File: src/sv/adc_channel_scan_sequencer_macros.svh
// Assertion macros for the ADC channel scan sequencer.
// Used by the RTL files that carry concurrent checks; no other dependencies.
`ifndef ADC_CHANNEL_SCAN_SEQUENCER_MACROS_SVH
`define ADC_CHANNEL_SCAN_SEQUENCER_MACROS_SVH

`ifndef SYNTHESIS

// plain property under clock and active-low reset
`define ACSS_ASSERT(label, clk, rst_n, prop, msg) \
  label: assert property (@(posedge clk) disable iff (!rst_n) (prop)) else $error(msg);

// same-cycle implication
`define ACSS_ASSERT_IMPL(label, clk, rst_n, ante, cons, msg) \
  label: assert property (@(posedge clk) disable iff (!rst_n) (ante) |-> (cons)) \
    else $error(msg);

// next-cycle implication
`define ACSS_ASSERT_NEXT(label, clk, rst_n, ante, cons, msg) \
  label: assert property (@(posedge clk) disable iff (!rst_n) (ante) |=> (cons)) \
    else $error(msg);

`else

`define ACSS_ASSERT(label, clk, rst_n, prop, msg)
`define ACSS_ASSERT_IMPL(label, clk, rst_n, ante, cons, msg)
`define ACSS_ASSERT_NEXT(label, clk, rst_n, ante, cons, msg)

`endif

`endif

File: src/sv/acss_pkg.sv
// Shared types and constants for the ADC channel scan sequencer.
// No dependencies; used by the channel interfaces and the top level.
package acss_pkg;

  localparam int NUM_CHANNELS = 8;

  localparam int TIME_W   = 32;
  localparam int RESULT_W = 10;
  localparam int CH_W     = 3;
  localparam int IDX_W    = 4;
  localparam int EN_W     = 8;
  localparam int CFG_W    = 32;
  localparam int CFG_IDX_W = 1;
  localparam int MEM_DEPTH = 1 << CH_W;

  localparam logic [IDX_W-1:0] NUM_CH_IDX = IDX_W'(NUM_CHANNELS);

  localparam logic [EN_W-1:0]   ENABLE_RESET = '0;
  localparam logic [TIME_W-1:0] PERIOD_RESET = TIME_W'(100);

  typedef enum logic [CFG_IDX_W-1:0] {
    CFG_CHANNEL_ENABLE = 1'b0,
    CFG_SCAN_PERIOD    = 1'b1
  } cfg_reg_e;

  typedef enum logic [1:0] {
    PH_IDLE  = 2'd0,
    PH_START = 2'd1,
    PH_AWAIT = 2'd2
  } phase_e;

endpackage

File: src/sv/acss_in_if.sv
// Input channel of the ADC channel scan sequencer: one scheduler tick per item.
// Depends on acss_pkg for field widths.
interface acss_in_if;
  logic                          valid;
  logic                          ready;
  logic [acss_pkg::TIME_W-1:0]   now_ms;
  logic                          conversion_busy;
  logic [acss_pkg::RESULT_W-1:0] conversion_result;
  logic [acss_pkg::CH_W-1:0]     read_channel;

  modport source (output valid, now_ms, conversion_busy, conversion_result, read_channel,
                  input ready);
  modport sink   (input valid, now_ms, conversion_busy, conversion_result, read_channel,
                  output ready);
endinterface

File: src/sv/acss_out_if.sv
// Output channel of the ADC channel scan sequencer: one result item per tick.
// Depends on acss_pkg for field widths.
interface acss_out_if;
  logic                          valid;
  logic                          ready;
  logic                          start_conversion;
  logic [acss_pkg::CH_W-1:0]     start_channel;
  logic                          sample_stored;
  logic                          scan_active;
  logic [acss_pkg::RESULT_W-1:0] read_value;

  modport source (output valid, start_conversion, start_channel, sample_stored, scan_active,
                  read_value, input ready);
  modport sink   (input valid, start_conversion, start_channel, sample_stored, scan_active,
                  read_value, output ready);
endinterface

File: src/sv/adc_channel_scan_sequencer.sv
// ADC channel scan sequencer top level: phase control and the readings memory.
// Depends on acss_pkg, acss_in_if, acss_out_if and the assertion macro header.
//
// Usage:
//   in_i carries one scheduler tick per item (time, converter busy flag,
//   converter result, channel to read back). out_o returns one result item
//   per tick: conversion start and channel, store strobe, scan activity and
//   the stored reading of the requested channel before this tick's update.
//   The configuration port writes channel_enable (index 0) and
//   scan_period_ms (index 1), one register per write-enable cycle.
// Throughput and timing:
//   One item per clock sustained while out_o is not stalled. The result
//   of an item is in the output register in the cycle after it is accepted;
//   the readings memory read data register is that output register. Phase,
//   index and scan time update at the accept edge.
// Reset:
//   Phase idle, index and last scan time zero, enable zero, period 100.
//   All eight readings read as zero through per-entry valid flags, which
//   reset clears at once; no clearing pass is needed.
// Stall:
//   While out_o is stalled the result holds and in_i.ready stays low; a new
//   item is taken in the same cycle the held result is taken.
`include "adc_channel_scan_sequencer_macros.svh"

module adc_channel_scan_sequencer (
  input  logic                            clk_i,
  input  logic                            rst_ni,
  input  logic                            cfg_we_i,
  input  logic [acss_pkg::CFG_IDX_W-1:0]  cfg_idx_i,
  input  logic [acss_pkg::CFG_W-1:0]      cfg_data_i,
  acss_in_if.sink                         in_i,
  acss_out_if.source                      out_o
);

  logic [acss_pkg::EN_W-1:0]     enable_q;
  logic [acss_pkg::TIME_W-1:0]   period_q;
  acss_pkg::phase_e              phase_q, phase_d;
  logic [acss_pkg::IDX_W-1:0]    idx_q, idx_d;
  logic [acss_pkg::TIME_W-1:0]   last_q, last_d;
  logic [acss_pkg::TIME_W-1:0]   elapsed;

  logic                          start_d, stored_d;
  logic [acss_pkg::CH_W-1:0]     chan_d;
  logic                          wr_en;
  logic [acss_pkg::CH_W-1:0]     wr_addr;

  logic [acss_pkg::RESULT_W-1:0] mem_q [acss_pkg::MEM_DEPTH];
  logic [acss_pkg::MEM_DEPTH-1:0] vld_q;
  logic [acss_pkg::RESULT_W-1:0] rd_data_q;
  logic                          rd_vld_q;

  logic                          out_valid_q;
  logic                          start_q, stored_q, active_q;
  logic [acss_pkg::CH_W-1:0]     chan_q;
  logic                          in_acc;

  assign in_i.ready = !out_valid_q || out_o.ready;
  assign in_acc     = in_i.valid && in_i.ready;
  assign elapsed    = in_i.now_ms - last_q;
  assign wr_addr    = idx_q[acss_pkg::CH_W-1:0];

  // configuration registers
  always_ff @(posedge clk_i or negedge rst_ni) begin
    if (!rst_ni) begin
      enable_q <= acss_pkg::ENABLE_RESET;
      period_q <= acss_pkg::PERIOD_RESET;
    end else if (cfg_we_i) begin
      unique case (acss_pkg::cfg_reg_e'(cfg_idx_i))
        acss_pkg::CFG_CHANNEL_ENABLE: enable_q <= cfg_data_i[acss_pkg::EN_W-1:0];
        acss_pkg::CFG_SCAN_PERIOD:    period_q <= cfg_data_i[acss_pkg::TIME_W-1:0];
        default: ;
      endcase
    end
  end

  // phase sequencing for one tick
  always_comb begin
    phase_d  = phase_q;
    idx_d    = idx_q;
    last_d   = last_q;
    start_d  = 1'b0;
    chan_d   = '0;
    stored_d = 1'b0;
    wr_en    = 1'b0;
    unique case (phase_q)
      acss_pkg::PH_START: begin
        if (idx_q < acss_pkg::NUM_CH_IDX && enable_q[wr_addr]) begin
          start_d = 1'b1;
          chan_d  = wr_addr;
          phase_d = acss_pkg::PH_AWAIT;
        end else begin
          idx_d = idx_q + 1'b1;
        end
      end
      acss_pkg::PH_AWAIT: begin
        if (!in_i.conversion_busy) begin
          wr_en    = idx_q < acss_pkg::NUM_CH_IDX;
          stored_d = 1'b1;
          idx_d    = idx_q + 1'b1;
          phase_d  = acss_pkg::PH_START;
        end
      end
      default: begin
        // unused code behaves as idle
        phase_d = acss_pkg::PH_IDLE;
        if (elapsed > period_q) begin
          last_d  = in_i.now_ms;
          idx_d   = '0;
          phase_d = acss_pkg::PH_START;
        end
      end
    endcase
    if (idx_d >= acss_pkg::NUM_CH_IDX) begin
      phase_d = acss_pkg::PH_IDLE;
    end
  end

  always_ff @(posedge clk_i or negedge rst_ni) begin
    if (!rst_ni) begin
      phase_q <= acss_pkg::PH_IDLE;
      idx_q   <= '0;
      last_q  <= '0;
      vld_q   <= '0;
    end else if (in_acc) begin
      phase_q <= phase_d;
      idx_q   <= idx_d;
      last_q  <= last_d;
      if (wr_en) begin
        vld_q[wr_addr] <= 1'b1;
      end
    end
  end

  // readings memory: read before write on the same edge gives the old value
  always_ff @(posedge clk_i) begin
    if (in_acc) begin
      rd_data_q <= mem_q[in_i.read_channel];
      rd_vld_q  <= vld_q[in_i.read_channel] &&
                   ({1'b0, in_i.read_channel} < acss_pkg::NUM_CH_IDX);
      if (wr_en) begin
        mem_q[wr_addr] <= in_i.conversion_result;
      end
    end
  end

  // output register
  always_ff @(posedge clk_i or negedge rst_ni) begin
    if (!rst_ni) begin
      out_valid_q <= 1'b0;
    end else if (in_acc) begin
      out_valid_q <= 1'b1;
    end else if (out_o.ready) begin
      out_valid_q <= 1'b0;
    end
  end

  always_ff @(posedge clk_i) begin
    if (in_acc) begin
      start_q  <= start_d;
      chan_q   <= chan_d;
      stored_q <= stored_d;
      active_q <= phase_d != acss_pkg::PH_IDLE;
    end
  end

  assign out_o.valid            = out_valid_q;
  assign out_o.start_conversion = start_q;
  assign out_o.start_channel    = chan_q;
  assign out_o.sample_stored    = stored_q;
  assign out_o.scan_active      = active_q;
  assign out_o.read_value       = rd_vld_q ? rd_data_q : '0;

  `ACSS_ASSERT_IMPL(a_active_idx, clk_i, rst_ni, phase_q != acss_pkg::PH_IDLE, idx_q < acss_pkg::NUM_CH_IDX, "scan active with index past last channel")
  `ACSS_ASSERT_IMPL(a_active_match, clk_i, rst_ni, out_valid_q, active_q == (phase_q != acss_pkg::PH_IDLE), "scan_active disagrees with phase")
  `ACSS_ASSERT_IMPL(a_start_await, clk_i, rst_ni, out_valid_q && start_q, phase_q == acss_pkg::PH_AWAIT, "start issued but not awaiting")
  `ACSS_ASSERT_IMPL(a_store_not_await, clk_i, rst_ni, out_valid_q && stored_q, phase_q != acss_pkg::PH_AWAIT, "store strobe while still awaiting")
  `ACSS_ASSERT_NEXT(a_write_valid, clk_i, rst_ni, in_acc && wr_en, vld_q[$past(wr_addr)], "written entry not marked valid")

endmodule
File: src/flat_wrapper.sv
// flat-port wrapper written by rule: the top's interface ports become plain ports
module adc_channel_scan_sequencer_flat 
  (clk_i, rst_ni, cfg_we_i, cfg_idx_i, cfg_data_i, in_i_valid, in_i_now_ms, in_i_conversion_busy, in_i_conversion_result, in_i_read_channel, in_i_ready, out_o_valid, out_o_start_conversion, out_o_start_channel, out_o_sample_stored, out_o_scan_active, out_o_read_value, out_o_ready);
  acss_in_if in_i_i ();
  acss_out_if out_o_i ();
  input  logic clk_i;
  input  logic rst_ni;
  input  logic cfg_we_i;
  input  logic [acss_pkg::CFG_IDX_W-1:0] cfg_idx_i;
  input  logic [acss_pkg::CFG_W-1:0] cfg_data_i;
  input wire logic [$bits(in_i_i.valid)-1:0] in_i_valid;
  input wire logic [$bits(in_i_i.now_ms)-1:0] in_i_now_ms;
  input wire logic [$bits(in_i_i.conversion_busy)-1:0] in_i_conversion_busy;
  input wire logic [$bits(in_i_i.conversion_result)-1:0] in_i_conversion_result;
  input wire logic [$bits(in_i_i.read_channel)-1:0] in_i_read_channel;
  output wire logic [$bits(in_i_i.ready)-1:0] in_i_ready;
  output wire logic [$bits(out_o_i.valid)-1:0] out_o_valid;
  output wire logic [$bits(out_o_i.start_conversion)-1:0] out_o_start_conversion;
  output wire logic [$bits(out_o_i.start_channel)-1:0] out_o_start_channel;
  output wire logic [$bits(out_o_i.sample_stored)-1:0] out_o_sample_stored;
  output wire logic [$bits(out_o_i.scan_active)-1:0] out_o_scan_active;
  output wire logic [$bits(out_o_i.read_value)-1:0] out_o_read_value;
  input wire logic [$bits(out_o_i.ready)-1:0] out_o_ready;
  assign in_i_i.valid = in_i_valid;
  assign in_i_i.now_ms = in_i_now_ms;
  assign in_i_i.conversion_busy = in_i_conversion_busy;
  assign in_i_i.conversion_result = in_i_conversion_result;
  assign in_i_i.read_channel = in_i_read_channel;
  assign in_i_ready = in_i_i.ready;
  assign out_o_valid = out_o_i.valid;
  assign out_o_start_conversion = out_o_i.start_conversion;
  assign out_o_start_channel = out_o_i.start_channel;
  assign out_o_sample_stored = out_o_i.sample_stored;
  assign out_o_scan_active = out_o_i.scan_active;
  assign out_o_read_value = out_o_i.read_value;
  assign out_o_i.ready = out_o_ready;
  adc_channel_scan_sequencer u_core (.clk_i(clk_i), .rst_ni(rst_ni), .cfg_we_i(cfg_we_i), .cfg_idx_i(cfg_idx_i), .cfg_data_i(cfg_data_i), .in_i(in_i_i), .out_o(out_o_i));
endmodule
File: config.mk
export PLATFORM = sky130hd
export DESIGN_NAME = adc_channel_scan_sequencer_flat
export DESIGN_NICKNAME = d
export VERILOG_FILES = /design/src/sv/acss_pkg.sv /design/src/sv/acss_in_if.sv /design/src/sv/acss_out_if.sv /design/src/sv/adc_channel_scan_sequencer.sv /design/src/flat_wrapper.sv
export VERILOG_INCLUDE_DIRS = /design/src /design/src/sv
export SDC_FILE = /design/constraint.sdc
export NUM_CORES = 1
export LEC_CHECK = 0
export ABC_AREA = 1
export BUFFER_PORTS_ARGS = -buffer_cell sky130_fd_sc_hd__buf_4
export CELL_PAD_IN_SITES_DETAIL_PLACEMENT = 1
export CELL_PAD_IN_SITES_GLOBAL_PLACEMENT = 1
export CORE_MARGIN = 3
export CORE_UTILIZATION = 42
export CTS_BUF_LIST = sky130_fd_sc_hd__clkbuf_4 sky130_fd_sc_hd__clkbuf_8
export CTS_CLUSTER_SIZE = 20
export DETAILED_ROUTE_END_ITERATION = 7
export PLACE_DENSITY_LB_ADDON = 0.1
export SKIP_LAST_GASP = 1
export SYNTH_ARGS = -nofsm -noshare
export SYNTH_HDL_FRONTEND = slang
export SYNTH_SLANG_ARGS = --single-unit
File: constraint.sdc
create_clock -name clk_i -period 3.1 [get_ports clk_i]
set_input_delay 0.31 -clock clk_i [delete_from_list [all_inputs] [get_ports clk_i]]
set_output_delay 0.31 -clock clk_i [all_outputs]
set_load 0.05 [all_outputs]
Word level (Yosys, flattened, before mapping)
Memory sizes are Yosys's and may differ from the RTL's. A register that Yosys moved wholly into a read port is not among the register bits. Index checks and enable logic that the tools add are counted. Widths: inputs -> output; s select.

Bits in registers: 94. Bits in writable memories: 80. Output and inout bits: 18. Logic and storage cells: 64. Memories: 1.

Add/sub/neg operators: 2. Magnitude comparators: 6. Equal/unequal tests: 2. Multiplexer cells: 25. Bitwise gates (word level): 3. Reduce and logical (&&, ||, !) cells: 13.

Memories: u_core.mem_q (words 8, bits a word 10, rd ports 1, clocked after Yosys merged registers in 1, wr ports 1, line adc_channel_scan_sequencer.sv:47) `logic [acss_pkg::RESULT_W-1:0] mem_q [acss_pkg::MEM_DEPTH];`.

Operators by type and width (number): $gt 32x32->1 (1); $sub 32x32->32 (1); $mux 1 (13); $mux 4 (3); $mux 10 (1); $lt 3x4->1 const B (2); $or 8x8->8 (1); $pmux 4 s2 (1); $reduce_and 2->1 (4); $bmux 1 s3 (2); $mux 2 (3); $add 4x1->4 const B (1); $ge 4x4->1 const B (1); $lt 4x4->1 const B (1); $pmux 2 s2 (1); $reduce_bool 2->1 (2); $demux 1 s3 (1); $ge 3x1->1 const B (1); $logic_and 1x1->1 (3); $reduce_and 3->1 (1); $eq 2x1->1 const B (1); $eq 2x2->1 const B (1); $not 1->1 (2); $reduce_or 2->1 (1); 2 further kinds (2).

Depth between registers and ports, before layout
Word-level depth: 8. Gate-level depth with buffers: 24.

Worst setup path before layout
No wires, ideal clock.

Path type: in2reg. From: input port in_i_now_ms[0]. To: register u_core.active_q, in the netlist u_core.out_o.scan_active, data pin. Setup time: 0.264 ns. Data arrival time: 2.887 ns. Required time: 2.836 ns. Slack: -0.050 ns. Stages: 20. Path buffers: 0. Cells stage by stage: inv_1 ha_1 inv_1 fa_1 nand3_1 nand2_1 a21oi_1 o21bai_1 nand3_1 o211ai_1 nand2_1 nand2_1 ha_1 nand2_1 nor2_1 nand3_1 nor3_2 a31oi_2 nand2_1 nand3_1.

Longest elaborated chain between the ends: 7. Elaborated cells on any way between the ends: 9. Classes of those cells: add/sub: 1; order compare: 2; mux: 5; reduce/logical: 1.

RTL lines: from (decl) (line flat_wrapper.sv:12) `input wire logic [$bits(in_i_i.now_ms)-1:0] in_i_now_ms;`; $sub 32x32->32 (*) (line adc_channel_scan_sequencer.sv:59) `assign elapsed = in_i.now_ms - last_q;`; $gt 32x32->1 (*) (line adc_channel_scan_sequencer.sv:106) `if (elapsed > period_q) begin`; $mux 4 (line adc_channel_scan_sequencer.sv:106); $pmux 4 s2 (line adc_channel_scan_sequencer.sv:85) `unique case (phase_q)`; $ge 4x4->1 (line adc_channel_scan_sequencer.sv:113) `if (idx_d >= acss_pkg::NUM_CH_IDX) begin`; $mux 2 (*) (line adc_channel_scan_sequencer.sv:113); $reduce_bool 2->1 (*) (line adc_channel_scan_sequencer.sv:162) `active_q <= phase_d != acss_pkg::PH_IDLE;`; to (signal assigned) (line adc_channel_scan_sequencer.sv:162); to (decl) (line adc_channel_scan_sequencer.sv:53) `logic start_q, stored_q, active_q;`.

Every way passes the cells marked *; elsewhere a longest branch is shown, timed or not. A chain may end at the register's enable or synchronous reset.

Worst setup path in the final report
From: register u_core.last_q[1] (netlist bit). To: register u_core.last_q[0] (netlist bit).

Longest elaborated chain between the ends: 3.

RTL lines: from (decl) (line adc_channel_scan_sequencer.sv:39) `logic [acss_pkg::TIME_W-1:0] last_q, last_d;`; from (signal assigned) (line adc_channel_scan_sequencer.sv:127) `last_q <= last_d;`; $sub 32x32->32 (line adc_channel_scan_sequencer.sv:59); $gt 32x32->1 (line adc_channel_scan_sequencer.sv:106); $reduce_and 3->1 (no line).

Every way passes these cells.

==> out/results.txt <==
Fin crit period: 3.82 ns
Final Worst Setup Slack: -0.716 ns
Crit path cell chain: inv_2, ha_1, nand3_2, nand2_4, a21boi_4, buf_4, buf_6, o21ai_4, nand3b_1, nand2_1, xor2_1, ha_1, buf_4, nand3_2, nor3_4, buf_4, a31oi_4, nand3_4, buf_12, buf_12, nand2_2, nand2_1
Initial DRC count: 527
Initial antenna violation count: 0
Worst Max-Slew Pin Slew: 1.07 ns
Netlist cell types: 40
Via/cell ratio: 5.41
Placed insts: 1689
Final clock skew: 0.0216 ns
Final ANT Viol Nets: 0
Final RePlAce weighted congestion: 0.858
CTS clock-pin slew for the worst setup and hold paths: 0.12 ns
Yosys warns: 0
CTS Sinks: 184
1st-pass router iterations: 5
Final hold vios: 21
Worst Path Max Fanout: 6
Non-filler cells, final: 1763
Most common cell after layout, fill and taps aside: buf_4
Max clock buf depth: 2
Most used cell, CP: buf_4
DIE HEIGHT: 162 µm
Vias: 9539
Total gr overflow: 0
Design area: 13900 µm²
Commonest cells after routing, fill and taps aside: buf_4 (258), nand2_1 (215), inv_1 (129)
Violated checks: negative hold slack, negative setup slack
H-Tree Depth: 4
Die ar.: 26200 µm²
Worst path slowest cell: dfrtp_1
Routed len/inst: 21.1 µm
Max_slew headroom: 28.6%
Die Width: 162 µm
Max IR drop VDD: 604 µV
Final cycle utilization of the critical path: 123%
Rows: 56
Total CTS buffers: 17
Clock root buffer master: clkbuf_8
Antenna diodes: 0
HPWL Detailed: 21.6 mm
CP endpoint kind: flop
CP Data Required Time: 3.49 ns
Pwr Density: 912 nW/µm²
Pins over their slew limit: 0
Hold Crit Class: primary input to async pin
#FFs+latches synth: 184
Vias in the first global route: 10432
Pin count of the biggest net entering global routing: 80
Setup violators final: 38
Cell count after synthesis: 1178
Starting Density: 43.1%
Lkg Pwr: 0.00636 µW
Synth Net Count: 1329
Final #Nets: 1582
All-Layer GR Usage: 26.6%
Worst Path Class, Setup: flop to flop
Drc violations: 0
Sequential area share after synthesis: 49.9%
Startpoint Class: flop
IO Pins: 102
CTS tree: yes
Hold WS: -0.0349 ns
Dpl cell area: 12200 µm²
Avg Synthesized Cell Area: 8.66 µm²
Largest stage delay, worst path: 0.40 ns
Number of max-cap violations: 0
I/O Buffers: 101
Worst endpoint data arrival time: 4.21 ns
Area growth syn-to-layout: 36.0%
RSZ-0062 raised after global routing: yes
Synth Cell Area: 10200 µm²
Maximum operating frequency: 262 MHz
Layout cells sized above 1: 32.4%
Clk_lat worst skew: 0.51 ns
Core footprint: 23700 µm²
Core Util, Final: 58.6%
First-pass GRT wire length: 55.1 mm
Routed Wire Length: 37.1 mm
Status: finished, violations left
[state kept, by name, summed over array words and instances, names as in the netlist]
signal and cells:
u_core.rd_vld_q 1, u_core.mem_q 80, u_core.vld_q 8, u_core.out_o.start_conversion 1, u_core.enable_q 8, u_core.last_q 32
u_core.out_o.scan_active 1, u_core.out_o.start_channel 3, u_core.phase_q 2, u_core.out_o.sample_stored 1, u_core.idx_q 4, u_core.rd_data_q 10
u_core.period_q 32, u_core.out_o.valid 1
[cells by family after synthesis]
logic type      count (synthesis)  share of synthesized area, %
simple gates                  481                          19.6
fa+ha+maj                      67                          8.29
xor+xnor                       31                          2.66
buf+inv                       183                          7.09
flops                         184                          49.9
compound gates                232                          12.4
[area by class of cell]
type / instances / area [µm²]
Inverter: 145 / 547
Timing Repair Buffer: 272 / 2140
Clock inverter: 15 / 210
Tap cell: 319 / 399
Fill cell: 2764 / 9800
Sequential cell: 184 / 5090
Clock buffer: 17 / 234
Multi-Input combinational cell: 811 / 5250
[worst paths after layout]
check	start	endpoint	slack, ns	cells after the start
setup / recovery	u_core.last_q[1]$_DFFE_PN0P_	u_core.last_q[0]$_DFFE_PN0P_	-0.72	22
hold / removal	rst_ni	u_core.out_o.valid$_DFFE_PN0P_	-0.03	1
setup reg to reg	u_core.last_q[1]$_DFFE_PN0P_	u_core.last_q[0]$_DFFE_PN0P_	-0.72	22
hold reg to reg	u_core.vld_q[0]$_DFFE_PN0P_	u_core.vld_q[0]$_DFFE_PN0P_	0.48	1
max in group asynchronous	rst_ni	u_core.vld_q[7]$_DFFE_PN0P_	2.41	2
min in group clk_i	in_i_conversion_result[3]	u_core.mem_q[0][3]$_DFFE_PP_	0.02	1
[what timing repair did]
action,4_1_cts,5_1_grt
endpoints found under the setup margin,38,38
resized for setup,171,28
hold buffers,0,0
buffers inserted,32,10
pin swaps,39,11
cloned,2,0
[metal layers]
layer	track usage, %	share of wire, %	routed length, µm	vias up
li1	-	-	-	4432
met4	10.0	4.1	1540	0
met5	0	0	0	-
met1	30.4	39	14600	4716
met3	3.37	3.7	1380	114
met2	50.3	53	19700	277
[critical path: cells and delay by family, from the launching register on]
family	cells	cell delay, ns
simple gates	9	0.98
buf+inv	7	0.98
fa+ha+maj	2	0.60
compound gates	3	0.50
flops	1	0.40
xor+xnor	1	0.21
[where the power goes]
group,switching (µW),internal [µW],leakage [µW]
Clock,1150,653,0.000219
Combinational,4360,3350,0.00422
Sequential,235,2900,0.00192
[stage by stage]
stage,setup slack (ns),power [µW],TNS (ns)
floorplan,0.00496,6350,0
global placement,-0.462,8400,-16.52
detailed placement,-0.631,8590,-22.26
CTS,-0.218,11800,-7.20
global route,-0.817,13400,-28.20
finish,-0.716,12700,-23.55
[cell usage after synthesis, drive strengths merged]
library cell	count	share of area, %
o2111ai	1	0.086
o21ai	94	4.6
o21bai	8	0.59
dfstp	3	0.77
o21a	5	0.37
nor2	149	5.5
buf	14	0.85
xnor2	11	0.94
nand4	36	2.2
fa	1	0.20
nor3	8	0.44
o211ai	2	0.15
a21o	5	0.37
a21oi	91	4.5
ha	66	8.1
nand3b	6	0.44
nor4	1	0.061
xor2	20	1.7
dfrtp	84	21
a31oi	13	0.86
nand2	249	9.2
inv	145	5.4
o22ai	10	0.61
a21boi	3	0.26
edfxtp	97	29
or2	4	0.25
clkbuf	24	0.88
nand3	28	1.5
No activity file was read; power rests on OpenSTA's default activity.
